## src/rtl/single_wire_eeprom_bus_master_unit_defines.svh

```systemverilog
// Assertion helpers used by the bus master sequencer.
`ifndef SINGLE_WIRE_EEPROM_BUS_MASTER_UNIT_DEFINES_SVH
`define SINGLE_WIRE_EEPROM_BUS_MASTER_UNIT_DEFINES_SVH

// Same-cycle implication, checked out of reset.
`define SWEBM_ASSERT_NOW(lbl, ante, cons, msg) \
  lbl: assert property (@(posedge clk) disable iff (rst) (ante) |-> (cons)) else $error(msg);

// Next-cycle implication, checked out of reset.
`define SWEBM_ASSERT_NEXT(lbl, ante, cons, msg) \
  lbl: assert property (@(posedge clk) disable iff (rst) (ante) |=> (cons)) else $error(msg);

`endif

```

## src/rtl/swebm_pkg.sv

```systemverilog
package swebm_pkg;

  localparam logic [1:0] ACT_HEADER = 2'd0;
  localparam logic [1:0] ACT_WRITE  = 2'd1;
  localparam logic [1:0] ACT_READ   = 2'd2;
  localparam logic [1:0] ACT_NONE   = 2'd3;

  localparam logic [2:0] ST_OK             = 3'd0;
  localparam logic [2:0] ST_ACK_TIMEOUT    = 3'd1;
  localparam logic [2:0] ST_ACK_NO_RISE    = 3'd2;
  localparam logic [2:0] ST_NOACK_TIMEOUT  = 3'd3;
  localparam logic [2:0] ST_NOACK_LOW      = 3'd4;
  localparam logic [2:0] ST_READ_LOW_LOW   = 3'd5;
  localparam logic [2:0] ST_READ_HIGH_HIGH = 3'd6;

  localparam logic [2:0] REG_HALF_BIT     = 3'd0;
  localparam logic [2:0] REG_READ_FIRST   = 3'd1;
  localparam logic [2:0] REG_READ_TAIL    = 3'd2;
  localparam logic [2:0] REG_ACK_TIMEOUT  = 3'd3;
  localparam logic [2:0] REG_STANDBY      = 3'd4;
  localparam logic [2:0] REG_HEADER_LOW   = 3'd5;

  localparam logic [15:0] RST_HALF_BIT    = 16'd50;
  localparam logic [15:0] RST_READ_FIRST  = 16'd25;
  localparam logic [15:0] RST_READ_TAIL   = 16'd25;
  localparam logic [15:0] RST_ACK_TIMEOUT = 16'd200;
  localparam logic [15:0] RST_STANDBY     = 16'd8000;
  localparam logic [15:0] RST_HEADER_LOW  = 16'd200;

  localparam logic [7:0] START_HEADER_BYTE = 8'h55;
  localparam int unsigned MSB_BIT = 7;
  localparam logic [3:0] BITS_PER_BYTE = 4'd8;

  typedef enum logic [4:0] {
    PH_IDLE  = 5'd0,
    PH_HLOW1 = 5'd1,
    PH_STBY  = 5'd2,
    PH_HLOW2 = 5'd3,
    PH_WR1   = 5'd4,
    PH_WR2   = 5'd5,
    PH_RDA   = 5'd6,
    PH_RDB   = 5'd7,
    PH_RDT   = 5'd8,
    PH_MK1   = 5'd9,
    PH_MK2   = 5'd10,
    PH_SW    = 5'd11,
    PH_SH1   = 5'd12,
    PH_SH2   = 5'd13
  } phase_t;

  // One classified tick as it travels from the front to the sequencer.
  typedef struct packed {
    logic       start;
    logic [1:0] kind;
    logic [7:0] data;
    logic       mack;
    logic       bus;
  } item_t;

  typedef struct packed {
    logic [15:0] half_bit;
    logic [15:0] read_first;
    logic [15:0] read_tail;
    logic [15:0] ack_timeout;
    logic [15:0] standby;
    logic [15:0] header_low;
  } cfg_t;

endpackage

```

## src/rtl/swebm_front.sv

```systemverilog
module swebm_front (
  input  logic               tick_valid,
  output logic               tick_stall,
  input  logic               cmd_valid,
  input  logic [1:0]         action,
  input  logic [7:0]         data_byte,
  input  logic               master_ack,
  input  logic               bus_in,
  input  logic               q_full,
  output logic               push,
  output swebm_pkg::item_t   item
);
  import swebm_pkg::*;

  assign tick_stall = q_full;
  assign push       = tick_valid && !q_full;

  // Decode the command: an unused action code starts nothing.
  always_comb begin
    item.start = cmd_valid && (action != ACT_NONE);
    item.kind  = action;
    item.data  = data_byte;
    item.mack  = master_ack;
    item.bus   = bus_in;
  end
endmodule

```

## src/rtl/swebm_queue.sv

```systemverilog
module swebm_queue (
  input  logic             clk,
  input  logic             rst,
  input  logic             push,
  input  swebm_pkg::item_t push_item,
  output logic             full,
  output logic             q_valid,
  input  logic             pop,
  output swebm_pkg::item_t head
);
  import swebm_pkg::*;

  item_t      slots [2];
  logic       wr_ptr;
  logic       rd_ptr;
  logic [1:0] count;

  assign full    = (count == 2'd2);
  assign q_valid = (count != 2'd0);
  assign head    = slots[rd_ptr];

  always_ff @(posedge clk) begin
    if (push) begin
      slots[wr_ptr] <= push_item;
    end
  end

  always_ff @(posedge clk) begin
    if (rst) begin
      wr_ptr <= 1'b0;
      rd_ptr <= 1'b0;
      count  <= 2'd0;
    end else begin
      if (push) begin
        wr_ptr <= !wr_ptr;
      end
      if (pop) begin
        rd_ptr <= !rd_ptr;
      end
      count <= count + 2'(push) - 2'(pop);
    end
  end
endmodule

```

## src/rtl/swebm_seq.sv

```systemverilog
module swebm_seq #(
  parameter int W = 16
) (
  input  logic             clk,
  input  logic             rst,
  input  swebm_pkg::cfg_t  cfg,
  input  logic             q_valid,
  input  swebm_pkg::item_t head,
  output logic             pop,
  output logic             res_valid,
  input  logic             res_stall,
  output logic             bus_drive,
  output logic             drive_enable,
  output logic             busy_res,
  output logic             done_res,
  output logic [7:0]       rd_byte,
  output logic [2:0]       status
);
  import swebm_pkg::*;
  `include "single_wire_eeprom_bus_master_unit_defines.svh"

  localparam int CW = ((W > 16) ? W : 16) + 1;

  phase_t     phase, phase_next;
  logic [W-1:0] tick_count, tick_count_next;
  logic [3:0] bit_count, bit_count_next;
  logic [7:0] shift_byte, shift_byte_next;
  logic       first_sample, first_sample_next;
  logic       ack_choice, ack_choice_next;
  logic [2:0] last_status, last_status_next;
  logic [1:0] kind, kind_next;
  logic       drive_c, enable_c, done_c;
  logic [7:0] rdata_c;

  // Segment ends on this tick: zero length counts as one, long lengths saturate.
  function automatic logic seg_end(input logic [W-1:0] tc, input logic [15:0] len);
    logic [CW-1:0] lx;
    logic [CW-1:0] tmax;
    logic [CW-1:0] tc1;
    lx   = (len == 16'd0) ? CW'(1) : CW'(len);
    tmax = CW'({W{1'b1}});
    if (lx > tmax) begin
      lx = tmax;
    end
    tc1 = CW'(tc) + CW'(1);
    return tc1 >= lx;
  endfunction

  assign pop = q_valid && (!res_valid || !res_stall);

  always_comb begin
    logic [15:0] len;
    logic        fin;
    logic [2:0]  fin_code;
    logic        seg;

    phase_next        = phase;
    tick_count_next   = tick_count;
    bit_count_next    = bit_count;
    shift_byte_next   = shift_byte;
    first_sample_next = first_sample;
    ack_choice_next   = ack_choice;
    last_status_next  = last_status;
    kind_next         = kind;
    drive_c           = 1'b1;
    enable_c          = 1'b1;
    done_c            = 1'b0;
    rdata_c           = 8'd0;
    fin               = 1'b0;
    fin_code          = ST_OK;

    if (phase == PH_IDLE && head.start) begin
      kind_next         = head.kind;
      bit_count_next    = 4'd0;
      first_sample_next = 1'b0;
      tick_count_next   = '0;
      case (head.kind)
        ACT_HEADER: begin
          shift_byte_next = START_HEADER_BYTE;
          ack_choice_next = 1'b1;
          phase_next      = PH_HLOW1;
        end
        ACT_WRITE: begin
          shift_byte_next = head.data;
          ack_choice_next = head.mack;
          phase_next      = PH_WR1;
        end
        default: begin
          shift_byte_next = 8'd0;
          ack_choice_next = head.mack;
          phase_next      = PH_RDA;
        end
      endcase
    end

    case (phase_next)
      PH_HLOW1, PH_HLOW2: len = cfg.header_low;
      PH_STBY:            len = cfg.standby;
      PH_RDA:             len = cfg.read_first;
      PH_RDT:             len = cfg.read_tail;
      PH_SW:              len = cfg.ack_timeout;
      default:            len = cfg.half_bit;
    endcase
    seg = seg_end(tick_count_next, len);

    case (phase_next)
      PH_IDLE: begin
      end
      PH_HLOW1: begin
        drive_c = 1'b0;
        if (seg) begin
          phase_next = PH_STBY;
        end
      end
      PH_STBY: begin
        if (seg) begin
          phase_next = PH_HLOW2;
        end
      end
      PH_HLOW2: begin
        drive_c = 1'b0;
        if (seg) begin
          phase_next = PH_WR1;
        end
      end
      PH_WR1: begin
        drive_c = !shift_byte_next[MSB_BIT];
        if (seg) begin
          phase_next = PH_WR2;
        end
      end
      PH_WR2: begin
        drive_c = shift_byte_next[MSB_BIT];
        if (seg) begin
          shift_byte_next = {shift_byte_next[6:0], 1'b0};
          bit_count_next  = bit_count_next + 4'd1;
          phase_next      = (bit_count_next >= BITS_PER_BYTE) ? PH_MK1 : PH_WR1;
        end
      end
      PH_RDA: begin
        enable_c = 1'b0;
        if (seg) begin
          first_sample_next = head.bus;
          phase_next        = PH_RDB;
        end
      end
      PH_RDB: begin
        enable_c = 1'b0;
        if (seg) begin
          if (head.bus == first_sample_next) begin
            shift_byte_next = 8'd0;
            fin             = 1'b1;
            fin_code        = first_sample_next ? ST_READ_HIGH_HIGH : ST_READ_LOW_LOW;
          end else begin
            shift_byte_next = {shift_byte_next[6:0], !first_sample_next};
            bit_count_next  = bit_count_next + 4'd1;
            if (cfg.read_tail != 16'd0) begin
              phase_next = PH_RDT;
            end else begin
              phase_next = (bit_count_next >= BITS_PER_BYTE) ? PH_MK1 : PH_RDA;
            end
          end
        end
      end
      PH_RDT: begin
        enable_c = 1'b0;
        if (seg) begin
          phase_next = (bit_count_next >= BITS_PER_BYTE) ? PH_MK1 : PH_RDA;
        end
      end
      PH_MK1: begin
        drive_c = !ack_choice_next;
        if (seg) begin
          phase_next = PH_MK2;
        end
      end
      PH_MK2: begin
        drive_c = ack_choice_next;
        if (seg) begin
          phase_next = PH_SW;
        end
      end
      PH_SW: begin
        enable_c = 1'b0;
        if (head.bus == (kind_next == ACT_HEADER)) begin
          phase_next = PH_SH1;
          seg        = 1'b1;
        end else if (seg) begin
          fin      = 1'b1;
          fin_code = (kind_next == ACT_HEADER) ? ST_NOACK_TIMEOUT : ST_ACK_TIMEOUT;
        end
      end
      PH_SH1: begin
        enable_c = 1'b0;
        if (seg) begin
          phase_next = PH_SH2;
        end
      end
      PH_SH2: begin
        enable_c = 1'b0;
        if (seg) begin
          fin = 1'b1;
          if (head.bus) begin
            fin_code = ST_OK;
          end else begin
            fin_code = (kind_next == ACT_HEADER) ? ST_NOACK_LOW : ST_ACK_NO_RISE;
          end
        end
      end
      default: begin
        phase_next = PH_IDLE;
        seg        = 1'b0;
      end
    endcase

    // Advance or restart the tick counter; idle holds it.
    if (phase_next != PH_IDLE || phase != PH_IDLE) begin
      tick_count_next = seg ? '0 : tick_count_next + W'(1);
    end

    if (fin) begin
      last_status_next = fin_code;
      done_c           = 1'b1;
      if (kind_next == ACT_READ) begin
        rdata_c = shift_byte_next;
      end
      phase_next      = PH_IDLE;
      tick_count_next = '0;
    end
  end

  always_ff @(posedge clk) begin
    if (rst) begin
      phase        <= PH_IDLE;
      tick_count   <= '0;
      bit_count    <= 4'd0;
      shift_byte   <= 8'd0;
      first_sample <= 1'b0;
      ack_choice   <= 1'b0;
      last_status  <= ST_OK;
      kind         <= ACT_HEADER;
      res_valid    <= 1'b0;
    end else begin
      if (pop) begin
        phase        <= phase_next;
        tick_count   <= tick_count_next;
        bit_count    <= bit_count_next;
        shift_byte   <= shift_byte_next;
        first_sample <= first_sample_next;
        ack_choice   <= ack_choice_next;
        last_status  <= last_status_next;
        kind         <= kind_next;
        res_valid    <= 1'b1;
      end else if (!res_stall) begin
        res_valid <= 1'b0;
      end
    end
  end

  always_ff @(posedge clk) begin
    if (pop) begin
      bus_drive    <= drive_c;
      drive_enable <= enable_c;
      busy_res     <= (phase_next != PH_IDLE);
      done_res     <= done_c;
      rd_byte      <= rdata_c;
      status       <= last_status_next;
    end
  end

  `SWEBM_ASSERT_NOW(a_done_not_busy, res_valid && done_res, !busy_res, "done while busy")
  `SWEBM_ASSERT_NOW(a_rdata_on_done, res_valid && (rd_byte != 8'd0), done_res, "read data off done")
  `SWEBM_ASSERT_NOW(a_release_in_cmd, res_valid && !drive_enable, busy_res || done_res, "bus released while idle")
  `SWEBM_ASSERT_NEXT(a_hold_no_pop, !pop, $stable(phase) && $stable(tick_count), "state moved without pop")
endmodule

```

## src/rtl/single_wire_eeprom_bus_master_unit.sv

```systemverilog
// Path: an accepted tick is written into the queue, then worked by the sequencer when popped,
// and its result is registered in the output registers, which hold it while res_stall is high.
// Throughput: one tick per cycle, sustained, while the result side takes one per cycle.
// Each tick is worked by the phase sequencer; a two-entry queue absorbs stalls.
// Reset (rst, synchronous, active high): sequencer idle, queue empty, config registers to defaults.
module single_wire_eeprom_bus_master_unit #(
  parameter int TICK_COUNTER_WIDTH = 16
) (
  input  logic       clk,
  input  logic       rst,
  input  logic       cfg_valid,
  output logic       cfg_ready,
  input  logic [2:0] cfg_index,
  input  logic [15:0] cfg_data,
  input  logic       tick_valid,
  output logic       tick_stall,
  input  logic       cmd_valid,
  input  logic [1:0] action,
  input  logic [7:0] data_byte,
  input  logic       master_ack,
  input  logic       bus_in,
  output logic       res_valid,
  input  logic       res_stall,
  output logic       bus_drive,
  output logic       drive_enable,
  output logic       busy_res,
  output logic       done_res,
  output logic [7:0] rd_byte,
  output logic [2:0] status
);
  import swebm_pkg::*;

  cfg_t  cfg;
  item_t front_item;
  item_t head;
  logic  push;
  logic  q_full;
  logic  q_valid;
  logic  pop;

  // Register writes are always accepted; indexes past the list are dropped.
  assign cfg_ready = 1'b1;

  always_ff @(posedge clk) begin
    if (rst) begin
      cfg.half_bit    <= RST_HALF_BIT;
      cfg.read_first  <= RST_READ_FIRST;
      cfg.read_tail   <= RST_READ_TAIL;
      cfg.ack_timeout <= RST_ACK_TIMEOUT;
      cfg.standby     <= RST_STANDBY;
      cfg.header_low  <= RST_HEADER_LOW;
    end else if (cfg_valid && cfg_ready) begin
      case (cfg_index)
        REG_HALF_BIT:    cfg.half_bit    <= cfg_data;
        REG_READ_FIRST:  cfg.read_first  <= cfg_data;
        REG_READ_TAIL:   cfg.read_tail   <= cfg_data;
        REG_ACK_TIMEOUT: cfg.ack_timeout <= cfg_data;
        REG_STANDBY:     cfg.standby     <= cfg_data;
        REG_HEADER_LOW:  cfg.header_low  <= cfg_data;
        default: begin
        end
      endcase
    end
  end

  // Front: take a tick transfer and classify its command.
  swebm_front u_front (
    .tick_valid (tick_valid),
    .tick_stall (tick_stall),
    .cmd_valid  (cmd_valid),
    .action     (action),
    .data_byte  (data_byte),
    .master_ack (master_ack),
    .bus_in     (bus_in),
    .q_full     (q_full),
    .push       (push),
    .item       (front_item)
  );

  // Short queue so the front and the sequencer stall independently.
  swebm_queue u_queue (
    .clk       (clk),
    .rst       (rst),
    .push      (push),
    .push_item (front_item),
    .full      (q_full),
    .q_valid   (q_valid),
    .pop       (pop),
    .head      (head)
  );

  // Back: phase sequencer driving the bus and registering each result transfer.
  swebm_seq #(
    .W (TICK_COUNTER_WIDTH)
  ) u_seq (
    .clk          (clk),
    .rst          (rst),
    .cfg          (cfg),
    .q_valid      (q_valid),
    .head         (head),
    .pop          (pop),
    .res_valid    (res_valid),
    .res_stall    (res_stall),
    .bus_drive    (bus_drive),
    .drive_enable (drive_enable),
    .busy_res     (busy_res),
    .done_res     (done_res),
    .rd_byte      (rd_byte),
    .status       (status)
  );
endmodule
```

## config.mk

```make
export PLATFORM = sky130hd
export DESIGN_NAME = single_wire_eeprom_bus_master_unit
export DESIGN_NICKNAME = d
export VERILOG_FILES = /design/src/rtl/swebm_pkg.sv /design/src/rtl/swebm_front.sv /design/src/rtl/swebm_queue.sv /design/src/rtl/swebm_seq.sv /design/src/rtl/single_wire_eeprom_bus_master_unit.sv
export VERILOG_INCLUDE_DIRS = /design/src /design/src/rtl
export SDC_FILE = /design/constraint.sdc
export NUM_CORES = 1
export LEC_CHECK = 0
export ABC_AREA = 1
export BUFFER_PORTS_ARGS = -buffer_cell sky130_fd_sc_hd__buf_2
export CAP_MARGIN = 20
export CORE_MARGIN = 2
export CORE_UTILIZATION = 30
export CTS_CLUSTER_SIZE = 40
export DETAILED_ROUTE_END_ITERATION = 8
export GPL_ROUTABILITY_DRIVEN = 0
export GPL_TIMING_DRIVEN = 0
export PLACE_DENSITY_LB_ADDON = 0.3
export SYNTH_ARGS = -nofsm -noshare
export SYNTH_HDL_FRONTEND = slang
export SYNTH_SLANG_ARGS = --single-unit
export TNS_END_PERCENT = 10
```

## constraint.sdc

```tcl
create_clock -name clk -period 11.6 [get_ports clk]
set_clock_uncertainty 0.1 [all_clocks]
set_input_delay 0.58 -clock clk [delete_from_list [all_inputs] [get_ports clk]]
set_output_delay 0.58 -clock clk [all_outputs]
set_load 0.02 [all_outputs]
```

==> results of run 1 <==
## area by class of cell
| class | count | area share [%] |
|---|---|---|
| Multi-Input combinational cell | 980 | 42.93 |
| Sequential cell | 183 | 36.88 |
| Inverter | 170 | 5.799 |
| Tap cell | 402 | 4.553 |
| Clock buffer | 21 | 4.463 |
| Timing Repair Buffer | 55 | 2.628 |
| Buffer | 52 | 1.982 |
| Clock inverter | 11 | 0.7702 |
## per-layer routing
layer	vias to the layer above	wire [um]	global-route usage [%]
li1	4617	-	-
met1	4213	13270	22.85
met2	272	13630	29.06
met3	49	1499	2.952
met4	2	625	5.696
met5	-	13	0
## cells in the final DEF (no fill, tap or decap), drive strengths merged, types with 2 or more instances in the layout
cell,n
buf,69
o41ai,3
xnor2,6
or2,5
nand3,90
clkinvlp,2
edfxtp,41
nor4,2
inv,170
a31oi,2
clkinv,9
a21oi,71
clkbuf,59
o211ai,12
ha,25
nand2,308
o21ai,134
nor3,12
nand4,11
dfxtp,142
nor2,267
o22ai,9
a22oi,3
o21bai,2
xor2,8
## logic make-up after synthesis
kind of cell / Yosys count / synth area share (%)
simple gates: 697 / 30.97
compound gates: 243 / 13.50
buf+inv: 222 / 8.884
flops: 183 / 42.11
fa+ha+maj: 25 / 3.233
xor+xnor: 14 / 1.267
other cells: 1 / 0.03876
## power breakdown
part           internal, mW  switching, mW
registers             0.783         0.0635
clock network         0.310          0.273
logic                 0.452           1.06
total                  1.54           1.39
## sequential cells by signal, summed over array words and instances (netlist names), 2 cells and up, named ones only
signal	count
cfg	96
u_queue.slots	26
u_seq.tick_count	16
u_seq.rd_byte	8
u_seq.shift_byte	8
u_seq.phase	5
u_seq.bit_count	4
u_seq.last_status	3
u_seq.status	3
u_queue.count	2
u_seq.kind	2
## how the worst max path moves through the flow
stage,slack [ns],endpoint,startpoint,depth (start not counted)
global route,5.49,u_seq.busy_res,u_seq.phase[3],31
floorplan,7.30,u_seq.busy_res,flip-flop,31
CTS,6.02,u_seq.busy_res,u_seq.phase[3],31
finish,5.99,u_seq.busy_res,u_seq.phase[3],31
global placement,5.98,u_seq.busy_res,u_seq.phase[3],31
detailed placement,6.06,u_seq.busy_res,u_seq.phase[3],31
## critical path, delay by kind of cell, from the launching register on
kind	cells	cell delay (ns)
AOI/OAI and AO/OA	2	0.39
xor gates and xnor gates	1	0.25
adders and majority gates	2	0.56
buffers and inverters	7	1.55
DFF	1	0.33
and+or+nand+nor	19	2.12
## through the flow
stage | util, % | worst slack (ns) | power (mW) | cell area (sq um)
after floorplan | - | 7.295 | 1.930 | 9676
after global placement | 33.00 | 5.979 | 2.338 | 10440
after detailed placement | 33.09 | 6.056 | 2.357 | 10470
after CTS | 34.92 | 6.016 | 2.943 | 11050
after global routing | 34.92 | 5.489 | 3.172 | 11050
final | 34.92 | 5.994 | 2.938 | 11050
==> results.json, run 1 <==
{
  "cp-start-kind": "flip-flop",
  "via_per_inst": 4.884,
  "end_kind": "flip-flop",
  "ff2ff_path_depth": 31,
  "clk-insertion-delay-late_ns": 0.45,
  "io_buffers": 52,
  "wirelength_um": 29040,
  "whs_path_depth": 1,
  "syn-num-nets": 1447,
  "slew_headroom_pct": 47.32,
  "die_y_um": 183.6,
  "htreeDepth": 4,
  "post-route-period-util_pct": 48.33,
  "cp_max_fo": 10,
  "min_period_ns": 5.606,
  "die_area_sq_mm": 0.03370,
  "required_ns": 11.66,
  "rsz0062_at_grt": "false",
  "tightestPinTransition_ns": 0.7902,
  "synth.most_common_cell": "nand2_1",
  "arrival_ns": 5.66,
  "final_cells": 1874,
  "multi_input_area_sq_mm": 0.004742,
  "synth_area_leaders": "dfxtp_1 29%, edfxtp_1 13%, nand2_1 11%, nor2_1 9.4%, o21ai_0 6.1%",
  "syn_to_final_growth_pct": 14.17,
  "ctsResizeCount": 0,
  "synth_cell_types": 50,
  "grt_pass1_vias": 8337,
  "vias": 9153,
  "fin_nets": 1521,
  "dp_hpwl_um": 22240,
  "drc_errors": 0,
  "min_to": "u_queue.slots[0][6]",
  "status": "finished clean",
  "grt_pass1_wl_um": 45430,
  "clockBufferDepth": 2,
  "numCtsBuffers": 17,
  "cts_hold_buf": 0,
  "hold_path_class": "input pin to flip-flop",
  "start_util_pct": 30.58,
  "grt.overflow.total": 0,
  "cts.clk_slew.worst_paths_ns": 0.08,
  "io_pins": 55,
  "cap_violations": 0,
  "ys_ff_latch": 183,
  "die_width_um": 183.6,
  "drv_slew": 0,
  "post_drt_wl_per_cell_um": 15.50,
  "fp-row-count": 65,
  "worstHoldStart": "data_byte[4]",
  "seq_area_frac_synth_pct": 42.11,
  "cts_tree": "yes",
  "fp.coreArea_sq_mm": 0.03164,
  "ys.flop_type": "dfxtp_1",
  "fillers": 3411,
  "antenna_found_initial": 1,
  "setup-tns-final_ns": 0,
  "cts_sinks": 183,
  "drt_iter0_drc": 647,
  "reg2reg_slack_ns": 5.99,
  "cp_common_cell": "nand2_1",
  "drive_gt1_share_pct": 10.87,
  "ir_drop_uv": 141.9,
  "place_inst": 1842,
  "synth_top_area_share_pct": 29.38,
  "synth.top_cells.by_count": "291 x nand2_1, 242 x nor2_1, 152 x inv_1",
  "drt-pass1-iter-count": 6,
  "ys_warn_count": 0,
  "finalHoldViolCount": 0,
  "p_leak_nw": 4.996,
  "n_antenna_cell": 0,
  "postSynth.asyncResetShare_pct": 0,
  "postSynthCellCount": 1385,
  "finalSetupViolations": 0,
  "whs_ns": 0.2234,
  "synth_area_sq_mm": 0.009676,
  "power_density_mw_per_mm2": 265.9,
  "critPathKind": "flip-flop to flip-flop",
  "r2r-start": "u_seq.phase[3]",
  "synth_edf_count": 41,
  "post_cts_buffers": 0,
  "critPathMaxStageDelay_ns": 0.47,
  "avgSynthCellArea_sq_um": 6.986,
  "fmax_mhz": 178.4,
  "cts_root_buf": "clkbuf_16",
  "track_usage_pct": 17.41,
  "r2r-end": "u_seq.busy_res",
  "seqCellArea_sq_mm": 0.004074,
  "antenna_left": 0,
  "grt_max_degree": 17,
  "slowest_stage": "clkbuf_1",
  "post-synth-top-area-cell": "dfxtp_1"
}
Power figures use the tool's default switching activity.
==> run 2, diff against run 1 <==
- ABC_AREA: 1 -> 0
- clock period: 11.6 -> 5.05 ns (I/O delays scaled with it)
==> run 2 against run 1 <==
Effect of this change: core utilization increased by 2.7 points; cell count decreased by 15%; critical path depth decreased by 10; non-clock buffer count increased by 50; routed wire length decreased by 2.3%; die area decreased by 6.4%; sequential power increased by 110%; worst setup slack got worse by 5.8 ns; flip-flop and latch count unchanged; critical endpoint is now u_seq.rd_byte[7]; global-route usage increased by 0.92 points; sequential share of layout area decreased by 0.33 points.
==> results.json, run 2 <==
{
  "die_width_um": 177.7,
  "cap_violations": 0,
  "required_ns": 5.12,
  "grt_max_degree": 21,
  "end_kind": "flip-flop",
  "synth.most_common_cell": "nand2_1",
  "fp-row-count": 63,
  "antenna_found_initial": 0,
  "grt_pass1_vias": 8021,
  "antenna_left": 0,
  "finalSetupViolations": 0,
  "io_pins": 55,
  "fin_nets": 1246,
  "final_cell_mix": "254 x nand2_1, 140 x dfxtp_1, 111 x a21oi_1, 71 x nor2_1, 56 x buf_2",
  "path_cells": "buf_6 > or3b_4 > a211oi_4 > o31a_1 > o21ai_4 > clkbuf_8 > a221oi_4 > nand4_1 > o31ai_2 > ha_1 > nand4_1 > o41ai_2 > a41oi_1 > o211ai_1 > buf_4 > buf_4 > nand2_2 > buf_4 > nand2_1 > o21ai_1 > nor2_1",
  "cts_sinks": 183,
  "track_usage_pct": 18.33,
  "drt-pass1-iter-count": 6,
  "via_per_inst": 5.283,
  "post_drt_wl_per_cell_um": 17.87,
  "clk-insertion-delay-late_ns": 0.45,
  "finalHoldViolCount": 0,
  "critPathKind": "flip-flop to flip-flop",
  "place_inst": 1521,
  "final_cells": 1587,
  "postSynthCellCount": 1076,
  "n_antenna_cell": 0,
  "cp_common_cell": "buf_4",
  "synth_cell_types": 75,
  "htreeDepth": 4,
  "numCtsBuffers": 17,
  "start_util_pct": 30.52,
  "grt_pass1_wl_um": 44950,
  "tightestPinTransition_ns": 0.9395,
  "post-route-period-util_pct": 95.94,
  "grt.overflow.total": 0,
  "status": "finished clean",
  "arrival_ns": 4.91,
  "cts_root_buf": "clkbuf_16",
  "die_area_sq_mm": 0.03156,
  "reg_top3": "cfg x96, u_queue.slots x26, u_seq.tick_count x16",
  "post-synth-top-area-cell": "dfxtp_1",
  "cp-start-kind": "flip-flop",
  "cts.clk_slew.worst_paths_ns": 0.08,
  "top_register": "cfg",
  "drv_slew": 0,
  "clockBufferDepth": 2,
  "vias": 8384,
  "drt_iter0_drc": 712,
  "p_leak_nw": 4.127,
  "power_density_mw_per_mm2": 480.5,
  "worst-path-buf-inv": 5,
  "seq_area_frac_synth_pct": 45.03,
  "die_y_um": 177.7,
  "largest_register_ffs": 96,
  "hold_path_class": "input pin to flip-flop",
  "postSynth.asyncResetShare_pct": 0,
  "setup_slack_ns": 0.2051,
  "critPathMaxStageDelay_ns": 0.42,
  "synth_edf_count": 41,
  "syn_to_final_growth_pct": 23.31,
  "io_buffers": 53,
  "ir_drop_uv": 252.2,
  "cp_top_family": "compound AO/OA/AOI/OAI gates",
  "postPlaceCellArea_sq_mm": 0.009832,
  "fmax_mhz": 206.4,
  "place_ws_ns": -1.332,
  "cp_max_fo": 10,
  "min_period_ns": 4.845,
  "slowest_stage": "or3b_4",
  "finish.instance_area_sq_mm": 0.01115,
  "fp.coreArea_sq_mm": 0.02964,
  "synth_area_sq_mm": 0.009046,
  "cts_tree": "yes",
  "ys_warn_count": 0,
  "drive_gt1_share_pct": 15.62,
  "layout_commonest_cell": "nand2_1",
  "syn-num-nets": 1138,
  "wirelength_um": 28360,
  "slew_headroom_pct": 37.36,
  "synth_area_leaders": "dfxtp_1 31%, edfxtp_1 14%, nand2_1 11%, a21oi_1 6.4%, ha_1 3.5%",
  "avgSynthCellArea_sq_um": 8.407,
  "ys.flop_type": "dfxtp_1",
  "ys_ff_latch": 183,
  "drc_errors": 0,
  "synth.top_cells.by_count": "255 x nand2_1, 142 x dfxtp_1, 116 x a21oi_1",
  "dp_hpwl_um": 20270,
  "synth_top_area_share_pct": 31.42
}
==> run 2: changes by cell type after synthesis, moves of 17 or more <==
| cell | previous run | this run |
|---|---|---|
| nor2_2 | 18 | 1 |
| a211oi_1 | 0 | 17 |
| o21ai_0 | 117 | 28 |
| clkbuf_1 | 38 | 58 |
| a22oi_1 | 3 | 27 |
| a21oi_1 | 71 | 116 |
| nor2_1 | 242 | 72 |
| nand3b_1 | 1 | 21 |
| inv_1 | 152 | 15 |
| a22o_1 | 0 | 26 |
| nand2_1 | 291 | 255 |
| nand3_1 | 87 | 24 |
==> run 2: tightest hold or removal path, delay by kind of cell <==
| kind | cells | cell delay, ns |
|---|---|---|
| simple gates | 1 | 0.06 |
| compound gates | 1 | 0.05 |
| buf+inv | 1 | 0.14 |
==> run 2: cell type report <==
type | count | area (sq um)
Sequential cell | 183 | 4076
Tap cell | 390 | 488.0
Clock buffer | 18 | 439.2
Timing Repair Buffer | 92 | 606.8
Clock inverter | 14 | 170.2
Inverter | 16 | 60.06
Buffer | 65 | 330.3
Fill cell | 3063 | 18480
Multi-Input combinational cell | 809 | 4984
==> run 2: worst paths after layout <==
check | startpoint | to | cells past startpoint | slack [ns]
max reg2reg | flip-flop | u_seq.rd_byte[7] | 21 | 0.21
max | flip-flop | u_seq.rd_byte[7] | 21 | 0.21
min reg2reg | u_seq.last_status[1] | u_seq.last_status[1] | 2 | 0.36
min | cfg_data[12] | cfg[44] | 3 | 0.008
==> run 2: repair_timing <==
action	in CTS	in global routing
buffers inserted	10	12
pin swaps	7	15
setup endpoints to repair	49	44
hold buffers	15	0
resized for setup	53	46
hold endpoints to repair	31	0
==> run 2: through the flow <==
stage	utilization, %	hold WS (ns)	TNS, ns	power, mW
after floorplan	-	0.2514	0	3.064
after CTS	36.80	0.00001066	0	5.215
after global placement	33.07	0.3405	-48.73	3.612
after detailed placement	33.17	0.3437	-50.90	3.645
final	37.64	0.007877	0	5.360
after global routing	37.64	0.01103	-0.07206	5.662
==> run 2: cells by family after synthesis <==
group / count (synthesis) / synth area share [%]
simple gates: 458 / 22.95
compound gates: 293 / 21.30
flops: 183 / 45.03
buf+inv: 84 / 3.859
fa+ha+maj: 25 / 3.458
xor+xnor: 17 / 1.646
mux: 15 / 1.715
other cells: 1 / 0.04145
==> run 2: power by group <==
| group | internal (mW) | leakage [nW] | switching [mW] |
|---|---|---|---|
| sequential | 1.69 | 1.54 | 0.0848 |
| combinational | 0.832 | 2.29 | 1.39 |
| clock | 0.686 | 0.297 | 0.679 |
==> run 2: layer usage <==
metal	track usage, %	share of wire, %	vias up	routed length (um)
li1	-	-	4074	-
met1	25.21	46	4015	13190
met3	2.871	5.5	32	1563
met2	29.89	47	263	13190
met4	4.747	1.5	0	418
met5	0	0	-	0
